--- src/rtl/s9_pkg.sv ---
package s9_pkg;

	// Payload and field sizes
	localparam int PAYLOAD_BITS = 28;
	localparam int SEL_BITS     = 4;
	localparam int WORD_BITS    = PAYLOAD_BITS + SEL_BITS;
	localparam int WIDTH_W      = 5;

	typedef logic [PAYLOAD_BITS-1:0] payload_t;
	typedef logic [SEL_BITS-1:0]     sel_t;
	typedef logic [WIDTH_W-1:0]      width_t;

	// Selector codes that carry a meaning
	localparam sel_t SEL_W1  = 4'd1;
	localparam sel_t SEL_W2  = 4'd2;
	localparam sel_t SEL_W3  = 4'd3;
	localparam sel_t SEL_W4  = 4'd4;
	localparam sel_t SEL_W5  = 4'd5;
	localparam sel_t SEL_W7  = 4'd7;
	localparam sel_t SEL_W9  = 4'd9;
	localparam sel_t SEL_W14 = 4'd14;
	localparam sel_t SEL_W28 = 4'd15;

	typedef enum logic {
		S9_IDLE,
		S9_BUSY
	} s9_state_t;

	// Result of one extraction step
	typedef struct packed {
		payload_t value;
		width_t   unused;
	} field_res_t;

	// Field width per selector; zero marks an unused code
	function automatic width_t width_of_code(input sel_t code);
		width_t w;
		case (code)
			SEL_W1:  w = 5'd1;
			SEL_W2:  w = 5'd2;
			SEL_W3:  w = 5'd3;
			SEL_W4:  w = 5'd4;
			SEL_W5:  w = 5'd5;
			SEL_W7:  w = 5'd7;
			SEL_W9:  w = 5'd9;
			SEL_W14: w = 5'd14;
			SEL_W28: w = 5'd28;
			default: w = 5'd0;
		endcase
		return w;
	endfunction

	// Whole fields in the payload per selector
	function automatic width_t count_of_code(input sel_t code);
		width_t n;
		case (code)
			SEL_W1:  n = 5'(PAYLOAD_BITS / 1);
			SEL_W2:  n = 5'(PAYLOAD_BITS / 2);
			SEL_W3:  n = 5'(PAYLOAD_BITS / 3);
			SEL_W4:  n = 5'(PAYLOAD_BITS / 4);
			SEL_W5:  n = 5'(PAYLOAD_BITS / 5);
			SEL_W7:  n = 5'(PAYLOAD_BITS / 7);
			SEL_W9:  n = 5'(PAYLOAD_BITS / 9);
			SEL_W14: n = 5'(PAYLOAD_BITS / 14);
			SEL_W28: n = 5'(PAYLOAD_BITS / 28);
			default: n = 5'd0;
		endcase
		return n;
	endfunction

endpackage

--- src/rtl/s9_field_unit.sv ---
module s9_field_unit (
	input  s9_pkg::payload_t   shift,
	input  s9_pkg::width_t     width,
	output s9_pkg::field_res_t res,
	output s9_pkg::payload_t   shift_next
);
	import s9_pkg::*;

	payload_t mask;
	payload_t v;
	width_t   len;

	// Low field of the remaining payload
	assign mask = ~({PAYLOAD_BITS{1'b1}} << width);
	assign v    = shift & mask;

	// Bit length: position of the highest set bit, plus one
	always_comb begin
		len = '0;
		for (int i = 0; i < PAYLOAD_BITS; i++) begin
			if (v[i]) begin
				len = WIDTH_W'(i + 1);
			end
		end
	end

	assign res.value  = v;
	assign res.unused = width - len;

	// Drop the field just taken
	assign shift_next = shift >> width;

endmodule

--- src/rtl/simple9_word_decoder_top.sv ---
// Simple-9 word decoder. Each accepted 32-bit word (selector in bits 3..0,
// payload in bits 31..4) is unpacked into floor(28/width) values, lowest
// field first, one value per cycle unless out_stall holds the output,
// each with its count of unused leading bits and with last set on the
// final one. Selectors 1-5, 7, 9 and 14 give that width, 15 gives width
// 28; any other selector gives a single result with bad_selector and last
// set and value zero. One shared field unit (mask, bit-length detect,
// right shift) does one field per cycle while the output is not stalled;
// no new word is taken until the last value of the current one is emitted.
// in_stall is high while a word is being unpacked; a finished value waits in
// the output register while the next one is being prepared.
module simple9_word_decoder_top (
	input  logic                        clk,
	input  logic                        arst_n,
	input  logic                        in_valid,
	output logic                        in_stall,
	input  logic [s9_pkg::WORD_BITS-1:0] packed_word,
	output logic                        out_valid,
	input  logic                        out_stall,
	output logic [s9_pkg::PAYLOAD_BITS-1:0] value,
	output logic [s9_pkg::WIDTH_W-1:0]  unused_bits,
	output logic                        last,
	output logic                        bad_selector
);
	import s9_pkg::*;

	s9_state_t  state_q, state_d;
	payload_t   shift_q;
	width_t     width_q;
	width_t     left_q;
	logic       bad_q;
	logic       out_valid_q;
	payload_t   value_q;
	width_t     unused_q;
	logic       last_q;
	logic       bad_out_q;

	logic       accept;
	logic       emit;
	sel_t       code;
	width_t     code_width;
	field_res_t res;
	payload_t   shift_next;

	assign code       = packed_word[SEL_BITS-1:0];
	assign code_width = width_of_code(code);

	// Handshake
	assign in_stall = (state_q != S9_IDLE);
	assign accept   = in_valid && !in_stall;
	assign emit     = (state_q == S9_BUSY) && (!out_valid_q || !out_stall);

	s9_field_unit u_field (
		.shift      (shift_q),
		.width      (width_q),
		.res        (res),
		.shift_next (shift_next)
	);

	// Sequencer state
	always_ff @(posedge clk or negedge arst_n) begin
		if (!arst_n) begin
			state_q <= S9_IDLE;
		end else begin
			state_q <= state_d;
		end
	end

	always_comb begin
		state_d = state_q;
		case (state_q)
			S9_IDLE: begin
				if (accept) begin
					state_d = S9_BUSY;
				end
			end
			S9_BUSY: begin
				if (emit && left_q == 5'd1) begin
					state_d = S9_IDLE;
				end
			end
			default: state_d = S9_IDLE;
		endcase
	end

	// Word state: remaining payload, width, values still to go
	always_ff @(posedge clk or negedge arst_n) begin
		if (!arst_n) begin
			shift_q <= '0;
			width_q <= '0;
			left_q  <= '0;
			bad_q   <= 1'b0;
		end else if (accept) begin
			if (code_width == '0) begin
				shift_q <= '0;
				width_q <= '0;
				left_q  <= 5'd1;
				bad_q   <= 1'b1;
			end else begin
				shift_q <= packed_word[WORD_BITS-1:SEL_BITS];
				width_q <= code_width;
				left_q  <= count_of_code(code);
				bad_q   <= 1'b0;
			end
		end else if (emit) begin
			shift_q <= shift_next;
			left_q  <= left_q - 5'd1;
		end
	end

	// Output register
	always_ff @(posedge clk or negedge arst_n) begin
		if (!arst_n) begin
			out_valid_q <= 1'b0;
		end else if (emit) begin
			out_valid_q <= 1'b1;
		end else if (!out_stall) begin
			out_valid_q <= 1'b0;
		end
	end

	always_ff @(posedge clk) begin
		if (emit) begin
			value_q   <= res.value;
			unused_q  <= res.unused;
			last_q    <= (left_q == 5'd1);
			bad_out_q <= bad_q;
		end
	end

	assign out_valid    = out_valid_q;
	assign value        = value_q;
	assign unused_bits  = unused_q;
	assign last         = last_q;
	assign bad_selector = bad_out_q;

endmodule

--- config.mk ---
export PLATFORM = sky130hd
export DESIGN_NAME = simple9_word_decoder_top
export DESIGN_NICKNAME = d
export VERILOG_FILES = /design/src/rtl/s9_pkg.sv /design/src/rtl/s9_field_unit.sv /design/src/rtl/simple9_word_decoder_top.sv
export SDC_FILE = /design/constraint.sdc
export NUM_CORES = 1
export LEC_CHECK = 0
export BUFFER_PORTS_ARGS = -buffer_cell sky130_fd_sc_hd__buf_2
export CAP_MARGIN = 0
export CORE_UTILIZATION = 45
export CTS_BUF_LIST = sky130_fd_sc_hd__clkbuf_8
export DETAILED_ROUTE_END_ITERATION = 12
export GPL_ROUTABILITY_DRIVEN = 1
export MAX_ROUTING_LAYER = met4
export PLACE_DENSITY = 0.67
export SYNTH_ARGS = -nofsm -noshare
export SYNTH_HDL_FRONTEND = slang
export SYNTH_HIERARCHICAL = 1
export SYNTH_SLANG_ARGS = --single-unit
--- constraint.sdc ---
create_clock -name clk -period 4.4 [get_ports clk]
set_clock_uncertainty 0.1 [all_clocks]
set_input_delay 0.66 -clock clk [delete_from_list [all_inputs] [get_ports clk]]
set_output_delay 0.66 -clock clk [all_outputs]
set_load 0.02 [all_outputs]
==> flow_summary.ini, run 1 <==
[final_layout]
most_common_cell_after_layout_fill_and_taps_aside = sky130_fd_sc_hd__buf_2
most-common-layout-cells = sky130_fd_sc_hd__buf_2, sky130_fd_sc_hd__mux2i_1, sky130_fd_sc_hd__nand2_1
sequential_cell_area_um2 = 2080
final_design_area_no_fill_um2 = 6160
combined_area_of_the_multi_input_logic_cells_um2 = 3170
final_net_count = 633
fill_cells = 1120
insertedDiodeCount = 0
final_core_utilization_pct = 51.0
flow.area_growth_from_synthesis_pct = 9.79
layout-drive-gt1-share_pct = 26.1

[sta]
final_worst_path_period_share_pct = 83.0
setup_tns_ns = 0
hold_viol_final = 0
timing.max_slew.rel_slack_pct = 18.6
max_slew.worst_pin.slew_ns = 1.22
final-setup-viol-count = 0
slew_violations = 0
finalWorstPathRequiredPeriod_ns = 3.65
grt_setup_unrepaired = no
fmax_mhz = 274
timing.hold.ws_ns = 0.235

[worst_setup_path]
worst_r2r_endpoint = unused_bits[4]
cp_startpoint_kind = register
critical_path.reg2reg.startpoint = width_q[2]
crit_path_cell_trace = or4_1 > o211ai_1 > a211oi_1 > a211oi_1 > o311ai_1 > ha_1 > fa_1 > inv_1 > a21o_1 > a21oi_1 > xnor2_1 > xnor2_1
cp_slowest_stage_delay_ns = 0.73
rr_worst_depth = 12
ff2ff_setup_slack_ns = 0.75
kind_of_capture_point_of_the_worst_setup_path = register
worstSetupStartpoint = width_q[2]
timing.critical_path.slowest_stage_cell = sky130_fd_sc_hd__dfrtp_1
worstPathArrival_ns = 3.67
crit_path_max_fanout = 29
worst-endpoint-required_ns = 4.42
crit_type = reg -> reg

[placement]
globalplace.congestion = 0.891
dpl-instance-area_um2 = 6000
dp_hpwl_um = 10700
place.port_buffers = 72

[floorplan]
placeableCoreArea_um2 = 12100
pin_count = 73
fp.dieW_um = 114
die_h_um = 114
floorplan.die_area_um2 = 12900
initial_core_util_pct = 46.5
placement_rows = 40

[clocking]
worstSkewPairLatency_ns = 0.38
tritoncts = built
ctsRootBufferMaster = sky130_fd_sc_hd__clkbuf_8
cts_inserted_buffers = 9
post_cts.resized_instances = 0
cts_max_level = 3
post_cts_hold_buffer_count = 0
clock_path_buffers = 2
post-cts-setup-buffers = 0
clock-sinks = 76
path_clk_slew_ns = 0.08

[power_and_ir_drop]
finalPower_w = 0.00449
peakVddDrop_uv = 259
power_per_cell_area_nw_per_um2 = 729
p_leak_nw = 2.62

[logic_synthesis]
post_synth_num_cell_types = 73
synth_edf_count = 35
synth_area_per_cell_um2 = 10.5
synth_ff_type = sky130_fd_sc_hd__dfrtp_1
synth_nets = 583
netlist_instances = 534
yosysWarningCount = 6
ys_seq_elements = 76
seq_area_frac_synth_pct = 37.0
synth-async-reset-ratio_pct = 53.9
synth_area_um2 = 5610

[detailed_routing]
detail_route.iter0.violations = 395
post_drt_via_cell_ratio = 6.02
drt_drc_violations_left = 0
route.antenna.remaining_nets = 0
drtPass1Iterations = 5
finalWirelength_um = 14900
routed_wire_length_per_instance_um = 19.6
route.vias.total = 4560

[global_routing]
largest_net_degree_at_the_start_of_global_routing = 61
grt_pass1_vias = 4408
grt_use_total_pct = 24.9
grt_pass1_wl_um = 23800
grt_antenna_before_repair = 0
gr-total-overflow = 0

[hold_path]
worstHoldPathType = in -> async

[outcome]
run_status = finished clean

[flow_run]
drv.max_cap_violation_count = 0
routing by layer:
metal | global-route usage (%) | vias to the layer above | part of all wire [%]
li1 | - | 2109 | -
met1 | 34.0 | 2212 | 44
met2 | 36.1 | 210 | 45
met3 | 4.89 | 29 | 7.7
met4 | 11.0 | 0 | 2.7
met5 | - | - | 0
worst max-delay path: cells and delay by family (launching register included):
family	cells	cell delay [ns]
compound gates	6	0.95
xor+xnor	2	0.27
simple gates	1	0.64
fa+ha+maj	2	0.64
buf+inv	1	0.07
flops	1	0.73
through the flow:
| step | setup WS (ns) | cells |
|---|---|---|
| floorplan | 1.29 | 534 |
| global placement | 0.819 | 741 |
| detailed placement | 0.768 | 741 |
| CTS | 0.752 | 757 |
| global route | 0.488 | 757 |
| finish | 0.750 | 757 |
worst max-delay path by stage:
stage,end,slack (ns),depth (start not counted)
finish,unused_bits[4],0.75,12
global route,unused_bits[4],0.49,12
CTS,unused_bits[4],0.75,12
detailed placement,unused_bits[4],0.77,12
global placement,unused_bits[4],0.82,12
floorplan,unused_bits[4],1.29,13
cell type report:
class / instances / area share, %
clock buffer: 9 / 2.01
clock inverter: 7 / 0.569
inverter: 25 / 1.52
multi-input combinational: 389 / 51.5
sequential: 76 / 33.8
tap: 168 / 3.41
timing repair buffer: 83 / 7.19
cell families after synthesis:
family / Yosys count / share of synthesized area (%)
fa+ha+maj: 13 / 3.03
compound gates: 152 / 20.2
simple gates: 141 / 12.7
flops: 76 / 37.0
xor+xnor: 8 / 1.25
mux: 75 / 19.1
buf+inv: 69 / 6.65
sequential cells by signal (all words and copies together) (netlist names):
register	count
bad_q	1
out_valid	1
width_q	5
value	28
unused_bits	5
in_stall	1
shift_q	28
left_q	5
bad_selector	1
last	1
cells in the mapped netlist, types with 13 or more instances:
cell type,number,area (µm²)
sky130_fd_sc_hd__mux2i_1,45,450
sky130_fd_sc_hd__nand2_1,43,161
sky130_fd_sc_hd__dfrtp_1,41,1030
sky130_fd_sc_hd__nor2_1,37,139
sky130_fd_sc_hd__edfxtp_1,35,1050
sky130_fd_sc_hd__o2bb2ai_1,28,245
sky130_fd_sc_hd__mux4_2,25,563
sky130_fd_sc_hd__o21ai_0,24,120
sky130_fd_sc_hd__a21oi_1,21,105
sky130_fd_sc_hd__inv_1,21,78.8
sky130_fd_sc_hd__clkbuf_1,13,48.8
power by group:
group / total [W] / switching [W] / internal (W)
clock: 0.000461 / 0.000264 / 0.000196
combinational: 0.00260 / 0.00143 / 0.00117
sequential: 0.00143 / 0.000358 / 0.00107
(Power assumes the default switching activity.)
==> inputs of run 2 (changes only) <==
--- a/config.mk
+++ b/config.mk
@@ -5,6 +5,7 @@
 export SDC_FILE = /design/constraint.sdc
 export NUM_CORES = 1
 export LEC_CHECK = 0
+export ABC_AREA = 1
 export BUFFER_PORTS_ARGS = -buffer_cell sky130_fd_sc_hd__buf_2
 export CAP_MARGIN = 0
 export CORE_UTILIZATION = 45
@@ -12,7 +13,7 @@
 export DETAILED_ROUTE_END_ITERATION = 12
 export GPL_ROUTABILITY_DRIVEN = 1
 export MAX_ROUTING_LAYER = met4
-export PLACE_DENSITY = 0.67
+export PLACE_DENSITY = 0.69
 export SYNTH_ARGS = -nofsm -noshare
 export SYNTH_HDL_FRONTEND = slang
 export SYNTH_HIERARCHICAL = 1
==> constraint.sdc (replaced) <==
create_clock -name clk -period 3.28 [get_ports clk]
set_clock_uncertainty 0.1 [all_clocks]
set_input_delay 0.492 -clock clk [delete_from_list [all_inputs] [get_ports clk]]
set_output_delay 0.492 -clock clk [all_outputs]
set_load 0.02 [all_outputs]
==> run 2 against run 1 <==
The flow now finishes with violations (negative setup slack). Register-to-register slack lost 0.77 ns. Non-clock buffer count is 50 higher. First-iteration DRC count increased by 4.1%. Cell count grew 29%. Synthesized cell count up 36%. Worst setup slack worse by 0.77 ns.
==> flow_summary.ini, run 2 <==
[sta]
timing.max_slew.rel_slack_pct = 33.1
final-setup-viol-count = 1
finalWorstPathRequiredPeriod_ns = 3.30
max_slew.worst_pin.slew_ns = 1.00
slew_violations = 0
fin_ws_ns = -0.0215
fmax_mhz = 303
hold_viol_final = 0
final_worst_path_period_share_pct = 101
grt_setup_unrepaired = yes

[logic_synthesis]
ys_top_cells_by_area = sky130_fd_sc_hd__edfxtp_1, sky130_fd_sc_hd__dfrtp_1, sky130_fd_sc_hd__nand2_1
synth-async-reset-ratio_pct = 53.9
yosysWarningCount = 6
synth_area_um2 = 5570
seq_area_frac_synth_pct = 37.3
netlist_instances = 724
synth_ff_type = sky130_fd_sc_hd__dfrtp_1
yosys.cell_count.top_type = sky130_fd_sc_hd__nand2_1
synth.top_cell.area_share_pct = 18.9
synth_edf_count = 35
synth_largest_area_cell = sky130_fd_sc_hd__edfxtp_1
post_synth_num_cell_types = 42
synth_area_per_cell_um2 = 7.69
synth_nets = 773
ys_seq_elements = 76
synth_commonest_cells = sky130_fd_sc_hd__nand2_1, sky130_fd_sc_hd__o21ai_0, sky130_fd_sc_hd__nor2_1, sky130_fd_sc_hd__inv_1, sky130_fd_sc_hd__dfrtp_1

[global_routing]
gr-total-overflow = 0
grt_pass1_vias = 5139
largest_net_degree_at_the_start_of_global_routing = 42
grt_use_total_pct = 29.2
grt_pass1_wl_um = 27500
grt_antenna_before_repair = 0

[floorplan]
pin_count = 73
placeableCoreArea_um2 = 12000
die_h_um = 113
placement_rows = 40
floorplan.die_area_um2 = 12800
fp.dieW_um = 113
initial_core_util_pct = 46.4

[outcome]
failed_checks = negative setup slack
run_status = complete, but fails checks

[worst_setup_path]
timing.critical_path.mode_cell = sky130_fd_sc_hd__nand2_1
cp_startpoint_kind = register
cpLargestDelayFamily = simple AND/OR/NAND/NOR gates
worstPathArrival_ns = 3.33
crit_type = reg -> reg
crit_path_max_fanout = 5
critical_path_buf_inv_count = 1
cp_slowest_stage_delay_ns = 0.45
timing.critical_path.slowest_stage_cell = sky130_fd_sc_hd__dfrtp_2
worst-endpoint-required_ns = 3.31
kind_of_capture_point_of_the_worst_setup_path = register

[detailed_routing]
route.antenna.remaining_nets = 0
route.vias.total = 5434
drtPass1Iterations = 5
routed_wire_length_per_instance_um = 17.7
drt_drc_violations_left = 0
finalWirelength_um = 17400
post_drt_via_cell_ratio = 5.55
detail_route.iter0.violations = 411

[clocking]
clock_path_buffers = 2
path_clk_slew_ns = 0.08
post_cts_hold_buffer_count = 0
cts_max_level = 3
ctsRootBufferMaster = sky130_fd_sc_hd__clkbuf_8
tritoncts = built
cts_inserted_buffers = 9
clock-sinks = 76
worstSkewPairLatency_ns = 0.38

[placement]
globalplace.congestion = 0.969
dpl-instance-area_um2 = 6290
place.port_buffers = 72
dp_hpwl_um = 13200
place_inst = 959
place_worst_setup_slack_ns = -0.183

[final_layout]
final-instance-count-excl-fill = 979
most_common_cell_after_layout_fill_and_taps_aside = sky130_fd_sc_hd__nand2_1
insertedDiodeCount = 0
most-common-layout-cells = sky130_fd_sc_hd__nand2_1, sky130_fd_sc_hd__o21ai_0, sky130_fd_sc_hd__nor2_1
flow.area_growth_from_synthesis_pct = 17.2
final_core_utilization_pct = 54.3
layout-drive-gt1-share_pct = 29.8
final_net_count = 876
final_design_area_no_fill_um2 = 6530

[hold_path]
worstHoldPathType = in -> async

[power_and_ir_drop]
p_leak_nw = 3.08
power_per_cell_area_nw_per_um2 = 1050
peakVddDrop_uv = 329

[flow_run]
drv.max_cap_violation_count = 0
## run 2: final cells by class
cell class                 instances  area (µm²)
clock inverter                     6        41.3
tap                              147         184
fill                            1183        5490
sequential                        76        2080
clock buffer                      10         138
timing repair buffer             133         818
multi-input combinational        524        2940
inverter                          83         320
## run 2: final timing paths
check	to	startpoint	slack [ns]	cells past startpoint
min in group clk	out_valid	out_stall	0.24	3
worst min-delay path	in_stall	arst_n	0.18	1
worst max register to register	unused_bits[2]	width_q[3]	-0.02	32
max in group asynchronous	width_q[1]	arst_n	2.20	1
worst max-delay path	unused_bits[2]	width_q[3]	-0.02	32
worst min register to register	bad_selector	bad_q	0.36	0
## run 2: logic make-up after synthesis
logic type / share of synthesized area [%]
adders and majority gates: 3.06
AOI/OAI and AO/OA: 19.8
buffers and inverters: 10.3
DFF: 37.3
muxes: 1.44
and+or+nand+nor: 27.3
xor gates and xnor gates: 0.787
## run 2: timing repair
item / 4_1_cts / 5_1_grt
endpoints found under the setup margin: 4 / 5
resized for setup: 8 / 5
pin swaps: 1 / 3
setup buffers: 0 / 4
## run 2: routing by layer
| layer | up-vias | share of wire, % | global-route usage (%) | wire (µm) |
|---|---|---|---|---|
| li1 | 2634 | - | - | - |
| met2 | 195 | 47 | 46.8 | 8210 |
| met3 | 32 | 6.0 | 4.18 | 1040 |
| met1 | 2573 | 44 | 37.2 | 7650 |
| met4 | 0 | 2.6 | 12.1 | 458 |
| met5 | - | 0 | - | 0 |
## run 2: report_power, final
part | switching [W] | internal (W) | total [W]
Combinational | 0.00274 | 0.00174 | 0.00448
Sequential | 0.000317 | 0.00140 | 0.00172
Clock | 0.000378 | 0.000294 | 0.000672
## run 2: stage by stage
step / power, W / hold WS [ns] / TNS, ns
CTS: 0.00672 / 0.208 / -0.0150
global route: 0.00742 / 0.252 / -1.07
global placement: 0.00598 / 0.333 / -0.133
floorplan: 0.00447 / 0.0964 / 0
detailed placement: 0.00600 / 0.333 / -0.362
finish: 0.00687 / 0.177 / -0.0215
